`config.mk`:
```
export PLATFORM = sky130hd
export DESIGN_NAME = axd_out_buf
export DESIGN_NICKNAME = d
export VERILOG_FILES = /design/src/rtl/axd_pkg.sv /design/src/rtl/axd_out_buf.sv
export SDC_FILE = /design/constraint.sdc
export NUM_CORES = 1
export LEC_CHECK = 0
export ABC_AREA = 1
export BUFFER_PORTS_ARGS = -buffer_cell sky130_fd_sc_hd__buf_2
export CAP_MARGIN = 10
export CELL_PAD_IN_SITES_DETAIL_PLACEMENT = 1
export CELL_PAD_IN_SITES_GLOBAL_PLACEMENT = 2
export CORE_MARGIN = 4
export CORE_UTILIZATION = 33
export DETAILED_ROUTE_END_ITERATION = 12
export PLACE_DENSITY_LB_ADDON = 0.1
export SETUP_SLACK_MARGIN = 0.1
export SLEW_MARGIN = 0
export SYNTH_ARGS = -nofsm -noshare
export SYNTH_HDL_FRONTEND = slang
export SYNTH_SLANG_ARGS = --single-unit
export TNS_END_PERCENT = 30
```
`constraint.sdc`:
```
create_clock -name clk -period 2.3 [get_ports clk]
set_input_delay 0.115 -clock clk [delete_from_list [all_inputs] [get_ports clk]]
set_output_delay 0.115 -clock clk [all_outputs]
set_load 0.01 [all_outputs]
```
`src/rtl/axd_pkg.sv`:
```
`timescale 1ns / 1ps
// ----------------------------------------------------------------------------
// axd_pkg
// Shared types and constants for the XOR archive stream deframer.
// ----------------------------------------------------------------------------
package axd_pkg;

    localparam int MAX_ENTRIES = 256;
    localparam int RUN_AW      = (MAX_ENTRIES > 1) ? $clog2(MAX_ENTRIES) : 1;
    localparam int RUN_DEPTH   = 1 << RUN_AW;
    localparam int COUNT_W     = RUN_AW + 1;
    localparam int ENTRY_W     = 8;
    localparam int SIZE_W      = 32;

    localparam logic [7:0]  KEY_RESET        = 8'hF7;
    localparam logic [31:0] ARCHIVE_MAGIC    = 32'hBAC04AC0;
    localparam logic [31:0] ARCHIVE_VERSION  = 32'h0000_0000;
    localparam logic [3:0]  MIN_STREAM_BYTES = 4'd10;

    localparam logic [7:0] MAGIC_BYTES  = 8'd4;
    localparam logic [7:0] HEADER_BYTES = 8'd8;
    localparam logic [7:0] SIZE_BYTES   = 8'd4;
    localparam logic [7:0] TIME_BYTES   = 8'd8;

    typedef enum logic [2:0] {
        PH_HEADER,
        PH_FLAG,
        PH_NAMELEN,
        PH_NAME,
        PH_SIZE,
        PH_TIME,
        PH_DATA,
        PH_ERROR
    } phase_t;

    typedef enum logic [2:0] {
        KIND_HEADER,
        KIND_INDEX,
        KIND_NAME,
        KIND_DATA,
        KIND_IGNORED
    } kind_t;

    typedef enum logic [2:0] {
        ST_RUNNING,
        ST_OK,
        ST_HEADER_BAD,
        ST_OVERFLOW,
        ST_LENGTH,
        ST_TRUNCATED
    } status_t;

    typedef struct packed {
        logic [7:0] stream_byte;
        logic       stream_end;
    } in_item_t;

    typedef struct packed {
        kind_t        byte_kind;
        logic [7:0]   decoded_byte;
        logic [7:0]   entry_number;
        logic         entry_final;
        status_t      status;
    } out_item_t;

    typedef struct packed {
        logic [ENTRY_W-1:0] entry;
        logic [SIZE_W-1:0]  size;
    } run_t;

    typedef struct packed {
        logic              we;
        logic [RUN_AW-1:0] waddr;
        run_t              wdata;
        logic [RUN_AW-1:0] raddr;
    } ram_req_t;

endpackage

```
`src/rtl/axd_out_buf.sv`:
```
`timescale 1ns / 1ps
// ----------------------------------------------------------------------------
// axd_out_buf
// Two-deep output buffer: output register plus skid register, so a new
// request is taken while a finished result waits.
// ----------------------------------------------------------------------------
module axd_out_buf
    import axd_pkg::*;
(
    input  logic      clk,
    input  logic      rst_n,
    input  logic      push,
    input  out_item_t push_data,
    output logic      can_push,
    output logic      out_valid,
    input  logic      out_ready,
    output out_item_t out_item
);

    logic      out_valid_reg, out_valid_next;
    logic      skid_valid_reg, skid_valid_next;
    out_item_t out_reg, out_next;
    out_item_t skid_reg, skid_next;
    logic      pop;

    assign pop      = out_valid_reg && out_ready;
    assign can_push = !skid_valid_reg;

    always_comb
    begin
        out_valid_next  = out_valid_reg;
        skid_valid_next = skid_valid_reg;
        out_next        = out_reg;
        skid_next       = skid_reg;

        if (skid_valid_reg)
        begin
            if (pop)
            begin
                out_next        = skid_reg;
                skid_valid_next = 1'b0;
            end
        end
        else if (push)
        begin
            if (!out_valid_reg || pop)
            begin
                out_next       = push_data;
                out_valid_next = 1'b1;
            end
            else
            begin
                skid_next       = push_data;
                skid_valid_next = 1'b1;
            end
        end
        else if (pop)
        begin
            out_valid_next = 1'b0;
        end
    end

    always_ff @(posedge clk or negedge rst_n)
    begin
        if (!rst_n)
        begin
            out_valid_reg  <= 1'b0;
            skid_valid_reg <= 1'b0;
        end
        else
        begin
            out_valid_reg  <= out_valid_next;
            skid_valid_reg <= skid_valid_next;
        end
    end

    always_ff @(posedge clk)
    begin
        out_reg  <= out_next;
        skid_reg <= skid_next;
    end

    assign out_valid = out_valid_reg;
    assign out_item  = out_reg;

endmodule

```
==> flow_summary_export.csv, run 1 <==
group,metric,value,unit
place,gp_congestion,0.606,
flow_run,maxCapViolCount,0,
synthesis,synth_edf_count,46,
synthesis,yosys-top-cells-count,"nand2_1, edfxtp_1, nand2_2",
synthesis,synth_fp_nets,165,
finish,nNetsFinal,229,
floorplan,core-area,5240,µm²
finish,multi_input_area,319,µm²
global_route,grt_util_all_layers,11.9,%
clock_tree,cts-buffers-inserted,5,
finish,diodes,0,
setup_path,r2r-start,"skid_valid_reg",
clock_tree,clk_pin_slew_worst_paths,0.08,ns
setup_path,start_kind,"flop",
synthesis,yosys.area.top_type_share,75.6,%
setup_path,worstSetupEndpointType,"flop",
timing,finalSetupTns,0,ns
routing,first_pass_iters,4,
synthesis,yosysSeqAreaShare,78.3,%
floorplan,rows,26,
clock_tree,htreeDepth,2,
clock_tree,clock_path_buffers,2,
timing,slew_viol_final,0,
global_route,grt_max_degree,27,
place,dp_slack,0.672,ns
timing,slew_headroom,70.1,%
routing,drtIter0Drc,45,
clock_tree,cts_sinks,48,
synthesis,ys_seq_elements,48,
synthesis,synth_top_area_cell,"edfxtp_1",
timing,setup_viol,0,
global_route,grt_first_pass_wirelength,5980,µm
power,p_per_area,900,nW/µm²
finish,final_cells,273,
setup_path,path_max_fanout,26,
finish,final.fill_count,580,
timing,finalClockSkew,0.00636,ns
timing,setup_ws,0.707,ns
finish,fin_util,44.7,%
timing,grt_setup_unrepaired,"false",
global_route,grt_overflow,0,
setup_path,reg2reg_depth,4,
synthesis,syn-cell-area,1830,µm²
routing,viasPerCell,4.25,
clock_tree,cts_tree,"done",
floorplan,start_util,34.9,%
synthesis,avgSynthCellArea,13.2,µm²
clock_tree,root_buffer,"clkbuf_8",
setup_path,r2r_slack,0.71,ns
routing,antenna_left,0,
floorplan,die_h,82.4,µm
routing,drc_errors,0,
place,portBuffers,51,
setup_path,crit_path_end,"skid_reg[5]",
timing,fin_crit_sh,69.2,%
routing,vias,1159,
floorplan,dieArea,6790,µm²
timing,worst_pin_slew,0.448,ns
synthesis,async_flop_share,4.17,%
global_route,antenna_found_initial,0,
global_route,grt_pass1_vias,1191,
clock_tree,cts_resized,0,
finish,drive_above_1_share,34.5,%
setup_path,path_class,"reg2reg",
place,place_hpwl,2690,µm
floorplan,die_width,82.4,µm
power,power,0.00211,W
power,power.leakage,1.02,nW
power,ir_worst_vdd,0.000410,V
floorplan,ios,52,
setup_path,startpoint,"skid_valid_reg",
hold_path,worstHoldStart,"push_data[22]",
synthesis,yosysWarnings,0,
synthesis,synth_flop_cell,"edfxtp_1",
finish,area_growth,28.0,%
synthesis,synth.most_common_cell,"nand2_1",
clock_tree,clock_latency,0.29,ns
setup_path,crit_arrival,1.60,ns
place,dp_cells,258,
timing,min_period,1.59,ns
timing,fmax,628,MHz
synthesis,synth_cell_type_count,11,
routing,wirelength,3730,µm
synthesis,synth_cells,138,
hold_path,hold_class,"in2reg",
setup_path,r2r_end,"skid_reg[5]",
status,outcome,"complete, no violations",
timing,hold_viol,0,
synthesis,synth_area_leaders,"edfxtp_1, nand2_1, dfrtp_1",
routing,wl_per_cell,13.7,µm
finish,regArea,1430,µm²
setup_path,cp.required,2.31,ns
[layer usage]
layer / wire length [µm] / track usage [%] / up-vias / share of wire (%)
li1: - / - / 579 / -
met1: 1610 / 15.0 / 543 / 43
met2: 1860 / 19.2 / 30 / 50
met3: 226 / 4.34 / 7 / 6.1
met4: 42 / 3.49 / 0 / 1.1
met5: 0 / 0 / - / 0
[cell families (layout without fill, tap and decap cells)]
family	count (synthesis)	in the layout	synth area share, %
compound gates	1	1	0.274
buf+inv	10	75	4.52
flops	48	48	78.3
simple gates	79	79	16.9
[final cells by class]
cell class	instances	area share (%)
clock buffers	6	3.10
clock inverters	2	1.50
inverters	5	1.12
multi-input cells	80	13.6
flip-flops and latches	48	61.2
well taps	70	3.74
repair buffers	62	15.7
[where the power goes]
group | total (W) | internal, W | switching, W
Sequential | 0.00114 | 0.00110 | 0.0000342
Combinational | 0.000384 | 0.000138 | 0.000246
Clock | 0.000585 | 0.000323 | 0.000263
[worst max-delay path, stage by stage, from the launching register on]
cell and delay [ns]:
dfrtp_1 0.44, inv_8 0.17, nand2_1 0.08, nor2_2 0.38, buf_12 0.21
[how the worst min path moves through the flow]
stage | to | slack, ns | cells past startpoint
final | skid_reg[22] | 0.01 | 1
after global placement | skid_valid_reg | -0.1 | 1
after global routing | skid_reg[12] | 0.00003 | 1
after floorplan | out_valid | -0.18 | 0
after CTS | skid_reg[4] | 0.001 | 1
after detailed placement | skid_valid_reg | -0.1 | 1
[layout by cell type, fill, tap and decap left out, drive strengths merged]
master        n
edfxtp       46
buf          55
inv           5
clkbuf        6
nand2        75
bufinv        1
nor2          4
o21ai         1
dfrtp         2
clkinv        1
dlygate4sd3   7
[per-stage QoR]
step | hold WS [ns] | cell area [µm²]
finish | 0.0142 | 2340
global route | 0.0000263 | 2340
CTS | 0.00143 | 2300
detailed placement | -0.0983 | 2160
global placement | -0.0989 | 2160
floorplan | -0.181 | 1830
[what timing repair did]
item | in CTS | in global routing
setup buffers | 0 | 0
endpoints found under the hold margin | 4 | 4
hold buffers | 3 | 4
Note: power is estimated with default switching activity, not from simulation.
==> run 2, diff against run 1 <==
--- a/config.mk
+++ b/config.mk
@@ -5,7 +5,7 @@
 export SDC_FILE = /design/constraint.sdc
 export NUM_CORES = 1
 export LEC_CHECK = 0
-export ABC_AREA = 1
+export ABC_AREA = 0
 export BUFFER_PORTS_ARGS = -buffer_cell sky130_fd_sc_hd__buf_2
 export CAP_MARGIN = 10
 export CELL_PAD_IN_SITES_DETAIL_PLACEMENT = 1
==> constraint.sdc (replaced) <==
create_clock -name clk -period 1.3 [get_ports clk]
set_input_delay 0.065 -clock clk [delete_from_list [all_inputs] [get_ports clk]]
set_output_delay 0.065 -clock clk [all_outputs]
set_load 0.01 [all_outputs]
==> run 2 against run 1 <==
Power rose by 130%. Hold slack improved by 0.075 ns. Routed wire length rose by 1.4%. Largest cell class unchanged. Cell area grew 9.5%. Area after synthesis fell by 1.4%. Via count down 6.9%.
==> flow_summary_export.csv, run 2 <==
group,metric,value,unit
clock_tree,root_buffer,"clkbuf_8",
power,power.leakage,0.978,nW
synthesis,synth_edf_count,46,
synthesis,yosysWarnings,0,
timing,hold_viol,0,
global_route,grt_pass1_vias,1201,
timing,grt_setup_unrepaired,"true",
synthesis,yosys-top-cells-count,"edfxtp_1, mux2_2, mux2_4",
place,portBuffers,51,
synthesis,synth_cell_type_count,15,
finish,final_cells,241,
routing,antenna_left,0,
routing,drtIter0Drc,39,
setup_path,cp.required,1.30,ns
global_route,use_met1,13.6,%
clock_tree,cts-buffers-inserted,5,
setup_path,critPathTopFamily,"flip-flops",
finish,most-common-layout-cells,"buf_2, edfxtp_1, dlygate4sd3_1",
routing,vias,1079,
status,outcome,"complete, no violations",
routing,wirelength,3790,µm
timing,setup_viol,0,
finish,area_growth,42.2,%
clock_tree,clock_path_buffers,2,
routing,viasPerCell,4.48,
global_route,met3_usage,4.28,%
setup_path,start_kind,"flop",
timing,worst_pin_slew,0.175,ns
setup_path,path_class,"reg2reg",
clock_tree,cts_tree,"done",
synthesis,yosysSeqAreaShare,79.4,%
floorplan,rows,26,
timing,hold_ws,0.0891,ns
global_route,grt_busiest_layer,"met2",
floorplan,dieArea,6710,µm²
global_route,antenna_found_initial,0,
timing,finalClockSkew,0.00348,ns
setup_path,crit_path_max_incr_delay,0.45,ns
setup_path,path_buf_inv,1,
setup_path,worstSetupEndpointType,"flop",
synthesis,ys_seq_elements,48,
hold_path,hold_class,"in2reg",
timing,finalSetupTns,0,ns
timing,slew_headroom,88.3,%
routing,drc_errors,0,
timing,fmax,783,MHz
place,dp_cells,208,
routing,wl_per_cell,15.7,µm
setup_path,cp_num_cells,2,
global_route,grtUsageMet2,21.7,%
setup_path,crit_path_end,"skid_reg[6]",
power,p_per_area,1900,nW/µm²
place,dpl_cell_area,2200,µm²
global_route,grt_max_degree,16,
synthesis,synth_fp_nets,110,
finish,drive_above_1_share,55.6,%
global_route,grt_util_all_layers,12.4,%
routing,first_pass_iters,3,
place,gp_congestion,0.615,
floorplan,ios,52,
clock_tree,htreeDepth,2,
synthesis,synth_area_leaders,"edfxtp_1, mux2_2, mux2_4",
clock_tree,cts_sinks,48,
synthesis,synth_top_area_cell,"edfxtp_1",
floorplan,core-area,5200,µm²
setup_path,path_cells,"and4bb_4 -> buf_12",
clock_tree,clock_latency,0.29,ns
timing,slew_viol_final,0,
synthesis,avgSynthCellArea,21.7,µm²
finish,layout_commonest_cell,"buf_2",
timing,fin_crit_sh,98.2,%
clock_tree,postCtsSetupRepairBufs,0,
floorplan,die_h,81.9,µm
setup_path,startpoint,"skid_valid_reg",
power,ir_worst_vdd,0.000777,V
setup_path,path_max_fanout,15,
synthesis,synth_cells,83,
synthesis,async_flop_share,4.17,%
finish,fin_area,2560,µm²
timing,setup_ws,0.0232,ns
setup_path,reg2reg_depth,2,
finish,diodes,0,
finish,nNetsFinal,198,
synthesis,syn-cell-area,1800,µm²
place,place_hpwl,2480,µm
floorplan,start_util,34.6,%
setup_path,crit_arrival,1.28,ns
synthesis,synth_flop_cell,"edfxtp_1",
synthesis,synth.most_common_cell,"edfxtp_1",
global_route,grt_overflow,0,
place,dp_slack,-0.0188,ns
setup_path,r2r_end,"skid_reg[6]",
clock_tree,clk_pin_slew_worst_paths,0.08,ns
floorplan,die_width,81.9,µm
flow_run,maxCapViolCount,0,
timing,min_period,1.28,ns
global_route,grt_first_pass_wirelength,5990,µm
setup_path,r2r-start,"skid_valid_reg",
setup_path,r2r_slack,0.02,ns
setup_path,crit_slowest_cell,"dfrtp_2",
synthesis,yosys.area.top_type_share,76.7,%
==> run 2: changes by cell type after synthesis, moves of 2 or more <==
cell     change
buf_6        -2
inv_1        -4
mux2_2      +18
mux2_4       +5
nand2_1     -70
nand2_2      -5
nor2_1       -2
==> run 2: layer usage <==
layer / vias up / wire length, µm
li1: 510 / -
met1: 530 / 1530
met5: - / 0
met2: 33 / 1960
met4: 0 / 68
met3: 6 / 227
==> run 2: per-stage QoR <==
step	util [%]	total power, W
6_report	49.2	0.00487
5_1_grt	49.2	0.00519
4_1_cts	48.8	0.00488
3_5_place_dp	42.3	0.00396
3_3_place_gp	42.3	0.00391
2_1_floorplan	-	0.00336
==> run 2: worst min path at each step <==
stage	startpoint	to	cells after the start
floorplan	rst_n	out_valid	0
global placement	rst_n	skid_valid_reg	1
detailed placement	rst_n	skid_valid_reg	1
CTS	rst_n	out_valid	2
global route	rst_n	out_valid	2
finish	out_ready	out_valid	3
==> run 2: cells by family (layout without fill, tap and decap cells) <==
family          after synthesis  in the layout  share of synthesized area (%)
simple gates                  5              5                           1.81
buf+inv                       4             90                           2.08
flops                        48             48                           79.4
compound gates                3              5                           1.25
mux                          23             23                           15.4
==> run 2: power breakdown <==
part           switching, W  internal, W
Combinational      0.000838     0.000856
Sequential         0.000140      0.00225
Clock              0.000431     0.000355
==> run 2: what timing repair did <==
| item | CTS | global route |
|---|---|---|
| pin swaps | 0 | 1 |
| resized for setup | 2 | 6 |
| hold buffers | 24 | 0 |
| gates cloned | 1 | 1 |
| setup endpoints to repair | 67 | 70 |
| endpoints found under the hold margin | 25 | 0 |
==> run 2: worst reg2reg max path, stage by stage (launching register included) <==
cell	delay (ns)
dfrtp_2	0.45
and4bb_4	0.36
buf_12	0.17
==> run 2: layout make-up <==
class,count,area (µm²)
clock inverter,2,7.51
sequential,48,1430
timing repair buffer,82,577
fill,511,2640
multi-input combinational,33,383
inverter,1,3.75
clock buffer,5,68.8
tap,70,87.6
