### src/rtl/axd_pkg.sv
`timescale 1ns / 1ps
// ----------------------------------------------------------------------------
// axd_pkg
// Shared types and constants for the XOR archive stream deframer.
// ----------------------------------------------------------------------------
package axd_pkg;

    localparam int MAX_ENTRIES = 256;
    localparam int RUN_AW      = (MAX_ENTRIES > 1) ? $clog2(MAX_ENTRIES) : 1;
    localparam int RUN_DEPTH   = 1 << RUN_AW;
    localparam int COUNT_W     = RUN_AW + 1;
    localparam int ENTRY_W     = 8;
    localparam int SIZE_W      = 32;

    localparam logic [7:0]  KEY_RESET        = 8'hF7;
    localparam logic [31:0] ARCHIVE_MAGIC    = 32'hBAC04AC0;
    localparam logic [31:0] ARCHIVE_VERSION  = 32'h0000_0000;
    localparam logic [3:0]  MIN_STREAM_BYTES = 4'd10;

    localparam logic [7:0] MAGIC_BYTES  = 8'd4;
    localparam logic [7:0] HEADER_BYTES = 8'd8;
    localparam logic [7:0] SIZE_BYTES   = 8'd4;
    localparam logic [7:0] TIME_BYTES   = 8'd8;

    typedef enum logic [2:0] {
        PH_HEADER,
        PH_FLAG,
        PH_NAMELEN,
        PH_NAME,
        PH_SIZE,
        PH_TIME,
        PH_DATA,
        PH_ERROR
    } phase_t;

    typedef enum logic [2:0] {
        KIND_HEADER,
        KIND_INDEX,
        KIND_NAME,
        KIND_DATA,
        KIND_IGNORED
    } kind_t;

    typedef enum logic [2:0] {
        ST_RUNNING,
        ST_OK,
        ST_HEADER_BAD,
        ST_OVERFLOW,
        ST_LENGTH,
        ST_TRUNCATED
    } status_t;

    typedef struct packed {
        logic [7:0] stream_byte;
        logic       stream_end;
    } in_item_t;

    typedef struct packed {
        kind_t        byte_kind;
        logic [7:0]   decoded_byte;
        logic [7:0]   entry_number;
        logic         entry_final;
        status_t      status;
    } out_item_t;

    typedef struct packed {
        logic [ENTRY_W-1:0] entry;
        logic [SIZE_W-1:0]  size;
    } run_t;

    typedef struct packed {
        logic              we;
        logic [RUN_AW-1:0] waddr;
        run_t              wdata;
        logic [RUN_AW-1:0] raddr;
    } ram_req_t;

endpackage

### src/rtl/axd_parser.sv
`timescale 1ns / 1ps
// ----------------------------------------------------------------------------
// axd_parser
// Per-byte parse of header, index records and data area. Runs are written to
// the run table during the index and read back one run ahead during data.
// ----------------------------------------------------------------------------
module axd_parser
    import axd_pkg::*;
(
    input  logic      clk,
    input  logic      rst_n,
    input  logic      accept,
    input  in_item_t  item,
    input  logic [7:0] xor_key,
    input  run_t      ram_rd_data,
    output ram_req_t  ram_req,
    output out_item_t result
);

    phase_t              phase_reg, phase_next;
    logic [7:0]          fcnt_reg, fcnt_next;
    logic [31:0]         acc_reg, acc_next;
    logic [31:0]         magic_reg, magic_next;
    logic [COUNT_W-1:0]  entries_reg, entries_next;
    logic [COUNT_W-1:0]  stored_reg, stored_next;
    logic [COUNT_W-1:0]  rptr_reg, rptr_next;
    logic [COUNT_W-1:0]  rptr_inc;
    logic [SIZE_W-1:0]   left_reg, left_next;
    logic [SIZE_W-1:0]   left_dec;
    logic [3:0]          short_reg, short_next;
    status_t             err_reg, err_next;
    logic [ENTRY_W-1:0]  cur_entry_reg, cur_entry_next;
    run_t                first_run_reg, first_run_next;

    logic [7:0]  b;
    logic [31:0] acc_shift;
    logic [7:0]  fcnt_inc;

    assign b         = item.stream_byte ^ xor_key;
    assign acc_shift = {b, acc_reg[31:8]};
    assign fcnt_inc  = fcnt_reg + 8'd1;
    assign left_dec  = left_reg - 1'b1;
    assign rptr_inc  = rptr_reg + 1'b1;

    always_comb
    begin
        phase_next     = phase_reg;
        fcnt_next      = fcnt_reg;
        acc_next       = acc_reg;
        magic_next     = magic_reg;
        entries_next   = entries_reg;
        stored_next    = stored_reg;
        rptr_next      = rptr_reg;
        left_next      = left_reg;
        short_next     = short_reg;
        err_next       = err_reg;
        cur_entry_next = cur_entry_reg;
        first_run_next = first_run_reg;

        ram_req.we          = 1'b0;
        ram_req.waddr       = stored_reg[RUN_AW-1:0];
        ram_req.wdata.entry = ENTRY_W'(entries_reg);
        ram_req.wdata.size  = acc_shift;

        result.byte_kind    = KIND_IGNORED;
        result.decoded_byte = b;
        result.entry_number = '0;
        result.entry_final  = 1'b0;
        result.status       = ST_RUNNING;

        if (accept)
        begin
            if (short_reg < MIN_STREAM_BYTES)
            begin
                short_next = short_reg + 4'd1;
            end

            case (phase_reg)
                PH_HEADER:
                begin
                    result.byte_kind = KIND_HEADER;
                    acc_next  = acc_shift;
                    fcnt_next = fcnt_inc;
                    if (fcnt_inc == MAGIC_BYTES)
                    begin
                        magic_next = acc_shift;
                    end
                    if (fcnt_inc == HEADER_BYTES)
                    begin
                        fcnt_next = '0;
                        if (magic_reg != ARCHIVE_MAGIC || acc_shift != ARCHIVE_VERSION)
                        begin
                            err_next   = ST_HEADER_BAD;
                            phase_next = PH_ERROR;
                        end
                        else
                        begin
                            phase_next = PH_FLAG;
                        end
                    end
                end
                PH_FLAG:
                begin
                    result.byte_kind = KIND_INDEX;
                    if (b != 8'd0)
                    begin
                        // run 0 comes from its own register; the RAM is read one ahead
                        phase_next     = PH_DATA;
                        rptr_next      = '0;
                        cur_entry_next = first_run_reg.entry;
                        left_next      = (stored_reg != '0) ? first_run_reg.size : '0;
                    end
                    else if (entries_reg >= COUNT_W'(MAX_ENTRIES))
                    begin
                        err_next   = ST_OVERFLOW;
                        phase_next = PH_ERROR;
                    end
                    else
                    begin
                        phase_next = PH_NAMELEN;
                    end
                end
                PH_NAMELEN:
                begin
                    result.byte_kind = KIND_INDEX;
                    fcnt_next  = b;
                    phase_next = (b == 8'd0) ? PH_SIZE : PH_NAME;
                end
                PH_NAME:
                begin
                    result.byte_kind    = KIND_NAME;
                    result.entry_number = ENTRY_W'(entries_reg);
                    fcnt_next = fcnt_reg - 8'd1;
                    if (fcnt_reg == 8'd1)
                    begin
                        phase_next = PH_SIZE;
                    end
                end
                PH_SIZE:
                begin
                    result.byte_kind = KIND_INDEX;
                    acc_next  = acc_shift;
                    fcnt_next = fcnt_inc;
                    if (fcnt_inc == SIZE_BYTES)
                    begin
                        fcnt_next  = '0;
                        phase_next = PH_TIME;
                        if (acc_shift != '0 && stored_reg < COUNT_W'(MAX_ENTRIES))
                        begin
                            ram_req.we  = 1'b1;
                            stored_next = stored_reg + 1'b1;
                            if (stored_reg == '0)
                            begin
                                first_run_next = ram_req.wdata;
                            end
                        end
                    end
                end
                PH_TIME:
                begin
                    result.byte_kind = KIND_INDEX;
                    fcnt_next = fcnt_inc;
                    if (fcnt_inc == TIME_BYTES)
                    begin
                        fcnt_next    = '0;
                        entries_next = entries_reg + 1'b1;
                        phase_next   = PH_FLAG;
                    end
                end
                PH_DATA:
                begin
                    if (rptr_reg < stored_reg)
                    begin
                        result.byte_kind    = KIND_DATA;
                        result.entry_number = cur_entry_reg;
                        left_next = left_dec;
                        if (left_dec == '0)
                        begin
                            result.entry_final = 1'b1;
                            rptr_next      = rptr_inc;
                            left_next      = ram_rd_data.size;
                            cur_entry_next = ram_rd_data.entry;
                        end
                    end
                    else
                    begin
                        err_next   = ST_LENGTH;
                        phase_next = PH_ERROR;
                    end
                end
                default:
                begin
                    result.byte_kind = KIND_IGNORED;
                end
            endcase

            if (!item.stream_end)
            begin
                result.status = err_next;
            end
            else
            begin
                if (short_next < MIN_STREAM_BYTES)
                begin
                    result.status = ST_TRUNCATED;
                end
                else if (err_next != ST_RUNNING)
                begin
                    result.status = err_next;
                end
                else if (phase_next != PH_DATA)
                begin
                    result.status = ST_TRUNCATED;
                end
                else if (rptr_next < stored_next)
                begin
                    result.status = ST_LENGTH;
                end
                else
                begin
                    result.status = ST_OK;
                end

                phase_next   = PH_HEADER;
                fcnt_next    = '0;
                acc_next     = '0;
                magic_next   = '0;
                entries_next = '0;
                stored_next  = '0;
                rptr_next    = '0;
                left_next    = '0;
                short_next   = '0;
                err_next     = ST_RUNNING;
            end
        end

        // read the run after the one that will be current next cycle
        ram_req.raddr = RUN_AW'(rptr_next + 1'b1);
    end

    always_ff @(posedge clk or negedge rst_n)
    begin
        if (!rst_n)
        begin
            phase_reg   <= PH_HEADER;
            fcnt_reg    <= '0;
            acc_reg     <= '0;
            magic_reg   <= '0;
            entries_reg <= '0;
            stored_reg  <= '0;
            rptr_reg    <= '0;
            left_reg    <= '0;
            short_reg   <= '0;
            err_reg     <= ST_RUNNING;
        end
        else
        begin
            phase_reg   <= phase_next;
            fcnt_reg    <= fcnt_next;
            acc_reg     <= acc_next;
            magic_reg   <= magic_next;
            entries_reg <= entries_next;
            stored_reg  <= stored_next;
            rptr_reg    <= rptr_next;
            left_reg    <= left_next;
            short_reg   <= short_next;
            err_reg     <= err_next;
        end
    end

    always_ff @(posedge clk)
    begin
        cur_entry_reg <= cur_entry_next;
        first_run_reg <= first_run_next;
    end

endmodule

### config.mk
export PLATFORM = sky130hd
export DESIGN_NAME = axd_parser
export DESIGN_NICKNAME = d
export VERILOG_FILES = /design/src/rtl/axd_pkg.sv /design/src/rtl/axd_parser.sv
export SDC_FILE = /design/constraint.sdc
export NUM_CORES = 1
export LEC_CHECK = 0
export ABC_AREA = 1
export BUFFER_PORTS_ARGS = -buffer_cell sky130_fd_sc_hd__buf_2
export CELL_PAD_IN_SITES_DETAIL_PLACEMENT = 1
export CELL_PAD_IN_SITES_GLOBAL_PLACEMENT = 1
export CORE_MARGIN = 2
export CORE_UTILIZATION = 25
export CTS_CLUSTER_DIAMETER = 60
export DETAILED_ROUTE_END_ITERATION = 8
export HOLD_SLACK_MARGIN = 0.02
export PLACE_DENSITY_LB_ADDON = 0.1
export SYNTH_ARGS = -nofsm -noshare
export SYNTH_HDL_FRONTEND = slang
export SYNTH_SLANG_ARGS = --single-unit
### constraint.sdc
create_clock -name clk -period 13.15 [get_ports clk]
set_clock_uncertainty 0.2 [all_clocks]
set_input_delay 3.945 -clock clk [delete_from_list [all_inputs] [get_ports clk]]
set_output_delay 3.945 -clock clk [all_outputs]
set_load 0.03 [all_outputs]
==> out/qor.yml, run 1 <==
clocking:
  htree_levels: 4
  cts_setup_buffers: 0
  cts_hold_buf: 0
  tritoncts: "built"
  root_buffer: "clkbuf_16"
  cts.sinks: 181
  clock_latency_ns: 0.47
  clk_pin_slew_ns: 0.08
  clockBufferDepth: 2
  cts_resized: 0
  numCtsBuffers: 17
worst_setup_path:
  worstPathCellList: "buf_2 -> xor2_1 -> nor4_1 -> nand2_1 -> nor2_1 -> nor2_1 -> inv_1 -> nor2_2 -> inv_1 -> nor2_1 -> xor2_1 -> ha_1 -> a21oi_1 -> a31oi_1 -> a2111oi_0 -> nand2_1 -> nand2_1 -> nand3_1 -> o21ai_1 -> buf_2"
  cp_slowest_stage_delay_ns: 0.65
  slowest_stage: "a2111oi_0"
  crit_path_end_kind: "output pin"
  cp-start-kind: "input port"
  worstPathArrival_ns: 7.83
  required_ns: 9.01
  crit_start: "xor_key[3]"
  path_max_fanout: 7
  reg2reg_from: "stored_reg[4]"
  critPathKind: "in2out"
global_route:
  grt_pass1_wl_um: 69030
  grt_max_degree: 70
  antenna_found_initial: 2
  grt_overflow_total: 0
  grt_pass1_vias: 11410
  gr-usage-all-layers_pct: 19.18
die:
  rows: 78
  start_util_pct: 25.31
  ios: 140
  die_h_um: 218.1
  die_w_um: 218.1
  die_area_um2: 47570
  core_um2: 45280
sta:
  hold_viol_final: 0
  tightestPinTransition_ns: 0.9907
  fin_crit_sh_pct: 91.10
  setup_viol: 0
  whs_ns: 0.2786
  fin_crit_ns: 11.98
  finalSetupTns_ns: 0
  slew_headroom_pct: 33.55
  slew_viol_final: 0
  rsz0062_at_grt: "no"
  max_clock_freq_ghz: 0.08347
placement:
  place_area_um2: 12650
  dpl.hpwl_um: 34240
  port_buffers: 139
  place.gp.congestion: 0.8246
logic_synthesis:
  synth-edff-count: 48
  synthFlopType: "dfrtp_1"
  async_reset_ff_share_pct: 73.48
  synth_compound_area_share_pct: 13.26
  netlist_top_cells_area: "dfrtp_1 29%, nand2_1 13%, edfxtp_1 13%"
  syn_area_um2: 11460
  synth_nets: 1639
  synth.avg_cell_area_um2: 7.389
  synth_seq_cells: 181
  synth_top_family_by_area: "simple AND/OR/NAND/NOR gates"
  synthCells: 1551
  synth_area_leader_cell: "dfrtp_1"
  synth_xor_area_share_pct: 2.675
  synth_adder_area_share_pct: 3.057
  ys_seq_area_share_pct: 41.62
  synth-simple-area-share_pct: 28.66
  synth_top_area_share_pct: 29.04
  synth-warning-count: 0
  ys_types: 48
  synth.area.mux_share_pct: 0.09825
outcome:
  status: "finished, final reports clean"
final_layout:
  stdcell_area_um2: 13250
  final_common_cell: "nand2_1"
  layout_common_cells: "386 x nand2_1, 212 x inv_1, 166 x nor2_1"
  drive_above_1_share_pct: 14.83
  utilization_pct: 29.26
  antenna_cells: 0
  final_nets: 1740
  largest_register_ffs: 40
  area_growth_pct: 15.61
pwr:
  irDropWorstVdd_mv: 0.09553
  p_per_area_nw_per_um2: 123.0
  p_leak_nw: 6.559
  pwr-share-clk_pct: 33.2
  internal-power_mw: 1.008
  power.switching_uw: 621.9
  total_power_mw: 1.630
  comb_power_share_pct: 27.0
  p_seq_share_pct: 39.8
  swShare_pct: 38.15
route:
  wl_um: 44650
  vias_per_cell: 4.738
  drt_iter0_drc: 528
  vias: 10730
  drtPass1Iterations: 5
  drc: 0
  wl_per_cell_um: 19.71
  antenna_left: 0
run:
  max-cap-violations: 0
hold_path:
  worstHoldStart: "magic_reg[13]"
  min_path_type: "reg2reg"
==> layout make-up <==
class	count	area [um^2]
Fill cell	5564	32030
Multi-Input combinational cell	1078	5489
Sequential cell	181	4770
Timing Repair Buffer	155	822.0
Inverter	219	822.0
Tap cell	600	750.7
Clock buffer	19	432.9
Clock inverter	13	163.9
==> metrics by stage <==
stage | cells | worst slack (ns)
after floorplan | 1551 | 1.824
after global placement | 2233 | 1.244
after detailed placement | 2233 | 1.232
after CTS | 2265 | 1.204
after global routing | 2265 | 0.8282
final | 2265 | 1.170
==> logic make-up after synthesis <==
group,count (synthesis)
adder cells (fa/ha/maj),28
XOR/XNOR,35
AO/OA/AOI/OAI,269
multiplexers,1
flip-flops,181
AND/OR/NAND/NOR,745
buffers and inverters,292
==> path summary, 6_finish.rpt <==
check                           endpoint  slack (ns)  cells after the start
hold / removal             magic_reg[13]        0.28                      2
setup / recovery               result[2]        1.17                     20
hold reg to reg            magic_reg[13]        0.28                      2
setup reg to reg             left_reg[3]        8.94                     11
min in group asynchronous   magic_reg[2]        3.28                      1
max in group asynchronous    rptr_reg[0]        8.01                      2
==> Yosys cell counts, types with 2 or more instances <==
master,number
xor2_1,31
nand3_1,65
o21ai_0,100
buf_1,3
a21oi_1,64
a211oi_1,2
a31oi_1,7
nand3_2,7
nand2_2,13
nor2_2,18
clkinv_1,2
o2111ai_1,2
a22oi_1,10
inv_1,212
o31ai_1,3
nand4_1,30
nand2_4,6
a21boi_0,4
dfrtp_1,133
nand2_1,386
o21ai_1,12
o211ai_1,7
o22ai_1,47
xnor2_1,4
nor2_4,5
and3_1,4
nor4_1,12
inv_2,5
nor3_4,2
buf_4,28
and2_1,2
clkbuf_1,38
edfxtp_1,48
o21bai_1,6
buf_6,2
buf_2,2
nor2_1,167
nor3_1,25
ha_1,28
==> worst max-delay path: cells and delay by family <==
family | cells | cell delay (ns)
buffers and inverters | 4 | 0.50
xor gates and xnor gates | 2 | 0.68
and+or+nand+nor | 9 | 1.39
AOI/OAI and AO/OA | 4 | 1.04
adders and majority gates | 1 | 0.27
==> power by group through the flow <==
stage          clock [mW]  sequential, mW  combinational, mW
2_1_floorplan           0           0.661              0.289
3_3_place_gp            0           0.660              0.442
3_5_place_dp            0           0.660              0.445
4_1_cts             0.559           0.649              0.447
5_1_grt             0.577           0.653              0.500
6_report            0.541           0.648              0.441
==> metal layers <==
layer | GRT usage, % | routed length (um) | share of wire [%] | vias to the layer above
met5 | 0 | 20 | 0.045 | -
met4 | 4.172 | 562 | 1.3 | 4
met3 | 2.561 | 1463 | 3.3 | 34
met2 | 30.80 | 20110 | 45 | 184
met1 | 27.35 | 22490 | 50 | 5269
li1 | - | - | - | 5240
No activity file was read; power rests on OpenSTA's default activity.
==> inputs of run 2 (changes only) <==
--- a/config.mk
+++ b/config.mk
@@ -11,6 +11,7 @@
 export CELL_PAD_IN_SITES_GLOBAL_PLACEMENT = 1
 export CORE_MARGIN = 2
 export CORE_UTILIZATION = 25
+export CTS_BUF_LIST = sky130_fd_sc_hd__clkbuf_16
 export CTS_CLUSTER_DIAMETER = 60
 export DETAILED_ROUTE_END_ITERATION = 8
 export HOLD_SLACK_MARGIN = 0.02
==> out/qor.yml, run 2 (synthesis results as in run 1) <==
final_layout:
  largest_register_ffs: 40
  layout_common_cells: "386 x nand2_1, 214 x inv_1, 166 x nor2_1"
  instances_no_fill: 2266
  fillers: 5563
  regArea_um2: 4770
  final_common_cell: "nand2_1"
  drive_above_1_share_pct: 14.83
  area_growth_pct: 15.63
  final_nets: 1740
  multi_input_area_um2: 5489
sta:
  max_clock_freq_ghz: 0.08345
  slew_headroom_pct: 33.45
  tightestPinTransition_ns: 0.9920
  whs_ns: 0.2786
  rsz0062_at_grt: "no"
  hold_viol_final: 0
  slew_viol_final: 0
  fin_crit_ns: 11.98
  fin_crit_sh_pct: 91.13
  setup_viol: 0
  finalSetupTns_ns: 0
clocking:
  cts_setup_buffers: 0
  htree_levels: 4
  clk_pin_slew_ns: 0.08
  root_buffer: "clkbuf_16"
  numCtsBuffers: 17
  cts.sinks: 181
  tritoncts: "built"
  cts_hold_buf: 0
  clockBufferDepth: 2
  cts_resized: 0
  clock_latency_ns: 0.47
worst_setup_path:
  rrSetupSlack_ns: 8.94
  r2r.worst_path.cells: 11
  r2r_end: "left_reg[3]"
  cp-start-kind: "input port"
  cp-endpoint: "result[2]"
  cp_slowest_stage_delay_ns: 0.65
  crit_path_end_kind: "output pin"
  crit_start: "xor_key[3]"
  worstPathCellList: "buf_2 -> xor2_1 -> nor4_1 -> nand2_1 -> nor2_1 -> nor2_1 -> inv_1 -> nor2_2 -> inv_1 -> nor2_1 -> xor2_1 -> ha_1 -> a21oi_1 -> a31oi_1 -> a2111oi_0 -> nand2_1 -> nand2_1 -> nand3_1 -> o21ai_1 -> buf_2"
  slowest_stage: "a2111oi_0"
  reg2reg_from: "stored_reg[4]"
  path_max_fanout: 7
  critPathKind: "in2out"
  worstPathArrival_ns: 7.84
  required_ns: 9.01
die:
  die_area_um2: 47570
  core_um2: 45280
  die_w_um: 218.1
  start_util_pct: 25.31
  ios: 140
  die_h_um: 218.1
  rows: 78
pwr:
  irDropWorstVdd_mv: 0.09557
  p_per_area_nw_per_um2: 122.9
  p_leak_nw: 6.567
route:
  wl_um: 44620
  wl_per_cell_um: 19.69
  drtPass1Iterations: 5
  antenna_left: 0
  drc: 0
  vias_per_cell: 4.729
  drt_iter0_drc: 539
  vias: 10720
placement:
  dpl.hpwl_um: 34240
  place.gp.congestion: 0.8246
  dp_cells: 2233
  port_buffers: 139
global_route:
  antenna_found_initial: 2
  grt_pass1_wl_um: 69030
  grt_max_degree: 70
  gr-usage-all-layers_pct: 19.18
  grt_overflow_total: 0
  grt_pass1_vias: 11410
run:
  max-cap-violations: 0
hold_path:
  min_path_type: "reg2reg"
outcome:
  status: "finished, final reports clean"
==> run 2: area by class of cell <==
type	count	area share, %
Multi-Input combinational cell	1078	41.42
Sequential cell	181	35.99
Timing Repair Buffer	155	6.203
Inverter	219	6.203
Tap cell	600	5.665
Clock buffer	17	3.210
Clock inverter	15	1.293
Antenna cell	1	0.01888
==> run 2: routing by layer <==
layer / part of all wire (%) / track usage [%]
met1: 50 / 27.35
met2: 45 / 30.80
met3: 3.3 / 2.561
met4: 1.3 / 4.172
met5: 0.045 / 0
==> run 2: worst min-delay path by stage <==
stage / slack, ns / cells after the start / to / from
global placement: 0.26 / 0 / first_run_reg[1] / acc_reg[9]
detailed placement: 0.26 / 2 / magic_reg[13] / magic_reg[13]
CTS: 0.28 / 2 / magic_reg[13] / magic_reg[13]
floorplan: 0.24 / 2 / magic_reg[22] / magic_reg[22]
global route: 0.30 / 2 / magic_reg[18] / magic_reg[18]
finish: 0.28 / 2 / magic_reg[13] / magic_reg[13]
==> run 2: report_power, final <==
group	internal (mW)	leakage, nW	total, mW	switching [mW]
registers	0.607	2.27	0.648	0.0406
logic	0.128	3.99	0.441	0.312
clock network	0.271	0.300	0.539	0.268
==> run 2: stage by stage <==
stage,setup WS [ns],util [%],cell area [um^2],power (mW)
floorplan,1.824,-,11460,0.9506
global placement,1.244,27.94,12650,1.102
detailed placement,1.232,27.94,12650,1.105
CTS,1.204,29.26,13250,1.653
global route,0.8282,29.26,13250,1.729
finish,1.167,29.27,13250,1.628
==> run 2: worst max-delay path, delay by kind of cell <==
family | cells | cell delay [ns]
simple gates | 9 | 1.39
xor+xnor | 2 | 0.68
buf+inv | 4 | 0.50
compound gates | 4 | 1.04
fa+ha+maj | 1 | 0.27
==> inputs of run 3 (changes only) <==
--- a/config.mk
+++ b/config.mk
@@ -6,7 +6,7 @@
 export NUM_CORES = 1
 export LEC_CHECK = 0
 export ABC_AREA = 1
-export BUFFER_PORTS_ARGS = -buffer_cell sky130_fd_sc_hd__buf_2
+export BUFFER_PORTS_ARGS = -buffer_cell sky130_fd_sc_hd__clkbuf_2
 export CELL_PAD_IN_SITES_DETAIL_PLACEMENT = 1
 export CELL_PAD_IN_SITES_GLOBAL_PLACEMENT = 1
 export CORE_MARGIN = 2
==> out/qor.yml, run 3 (synthesis results as in run 1) <==
hold_path:
  min_path_type: "reg2reg"
route:
  drc: 0
  drt_iter0_drc: 587
  wl_um: 44650
  antenna_left: 0
  vias: 10610
  drtPass1Iterations: 5
  wl_per_cell_um: 19.71
  vias_per_cell: 4.686
final_layout:
  area_growth_pct: 15.74
  largest_register_ffs: 40
  fillers: 5611
  final_common_cell: "nand2_1"
  final_nets: 1740
  antenna_cells: 0
  utilization_pct: 29.29
  drive_above_1_share_pct: 14.95
  stdcell_area_um2: 13270
  layout_common_cells: "386 x nand2_1, 212 x inv_1, 166 x nor2_1"
clocking:
  numCtsBuffers: 17
  htree_levels: 4
  clock_latency_ns: 0.47
  cts_resized: 0
  clockBufferDepth: 2
  tritoncts: "built"
  root_buffer: "clkbuf_16"
  clk_pin_slew_ns: 0.08
  cts_setup_buffers: 0
  cts_hold_buf: 0
  cts.sinks: 181
worst_setup_path:
  cp-start-kind: "input port"
  path_max_fanout: 7
  crit_path_end_kind: "output pin"
  critPathKind: "in2out"
  worstPathArrival_ns: 7.82
  required_ns: 9.01
die:
  die_area_um2: 47570
  rows: 78
  core_um2: 45280
  ios: 140
  die_h_um: 218.1
  die_w_um: 218.1
  start_util_pct: 25.31
global_route:
  gr-usage-all-layers_pct: 19.30
  antenna_found_initial: 2
  grt_pass1_vias: 11340
  grt_overflow_total: 0
  grt_pass1_wl_um: 69010
  grt_max_degree: 71
pwr:
  power.switching_uw: 636.4
  p_leak_nw: 6.530
  p_per_area_nw_per_um2: 122.8
  swShare_pct: 39.05
  irDropWorstVdd_mv: 0.07438
  p_seq_share_pct: 39.8
  comb_power_share_pct: 27.0
  pwr-share-clk_pct: 33.2
  internal-power_uw: 993.0
  total_power_mw: 1.629
placement:
  dpl.hpwl_um: 34180
  port_buffers: 139
  place_area_um2: 12650
  place.gp.congestion: 0.8259
sta:
  rsz0062_at_grt: "no"
  fin_crit_sh_pct: 91.03
  hold_viol_final: 0
  setup_viol: 0
  tightestPinTransition_ns: 0.9679
  slew_viol_final: 0
  finalSetupTns_ns: 0
  max_clock_freq_ghz: 0.08354
  fin_crit_ns: 11.97
  slew_headroom_pct: 35.07
outcome:
  status: "finished, final reports clean"
run:
  max-cap-violations: 0
[run 3: cell types whose count changed in the layout (fill, tap and decap cells not counted), moves of 2 or more]
cell | previous run | this run
buf_2 | 138 | 0
clkbuf_2 | 0 | 138
clkinv_8 | 3 | 7
inv_1 | 214 | 212
[run 3: critical path: stages]
cell       delay, ns
clkbuf_2        0.09
xor2_1          0.48
nor4_1          0.12
nand2_1         0.32
nor2_1          0.13
nor2_1          0.11
inv_1           0.05
nor2_2          0.27
inv_1           0.14
nor2_1          0.14
xor2_1          0.24
ha_1            0.29
a21oi_1         0.19
a31oi_1         0.11
a2111oi_0       0.61
nand2_1         0.12
nand2_1         0.08
nand3_1         0.06
o21ai_1         0.10
clkbuf_2        0.22
[run 3: path summary, 6_finish.rpt]
kind                       slack [ns]  depth (start not counted)           from             to
hold / removal                   0.28                          2  magic_reg[10]  magic_reg[10]
min in group asynchronous        3.29                          1          rst_n   magic_reg[0]
setup / recovery                 1.18                         20        item[2]      result[2]
max in group asynchronous        8.00                          2          rst_n    rptr_reg[0]
setup reg to reg                 8.90                         11  stored_reg[4]    left_reg[3]
hold reg to reg                  0.28                          2  magic_reg[10]  magic_reg[10]
[run 3: metrics by stage]
step                hold slack [ns]  worst slack (ns)  instances
detailed placement           0.2603             1.140       2233
finish                       0.2809             1.180       2265
global placement             0.2587             1.251       2233
floorplan                    0.2417             1.824       1551
CTS                          0.2816             1.118       2265
global route                 0.3067            0.6734       2265
[run 3: layout make-up]
type | count | area [um^2] | area share, %
clock buffer | 17 | 425.4 | 3.207
multi-input combinational | 1078 | 5489 | 41.38
tap | 600 | 750.7 | 5.659
inverter | 219 | 822.0 | 6.197
timing repair buffer | 155 | 822.0 | 6.197
clock inverter | 15 | 186.4 | 1.405
sequential | 181 | 4770 | 35.96
[run 3: metal layers]
| layer | track usage, % | routed length, um | vias up |
|---|---|---|---|
| met5 | 0 | 26 | - |
| met4 | 4.626 | 460 | 4 |
| met3 | 2.575 | 1258 | 26 |
| met2 | 30.80 | 20300 | 154 |
| met1 | 27.53 | 22600 | 5186 |
| li1 | - | - | 5243 |
[run 3: power by group through the flow]
stage	clock network, mW	registers [mW]	logic [mW]
after floorplan	0	0.661	0.289
after CTS	0.561	0.649	0.446
after global placement	0	0.661	0.441
after detailed placement	0	0.661	0.444
final	0.541	0.649	0.439
after global routing	0.578	0.654	0.498
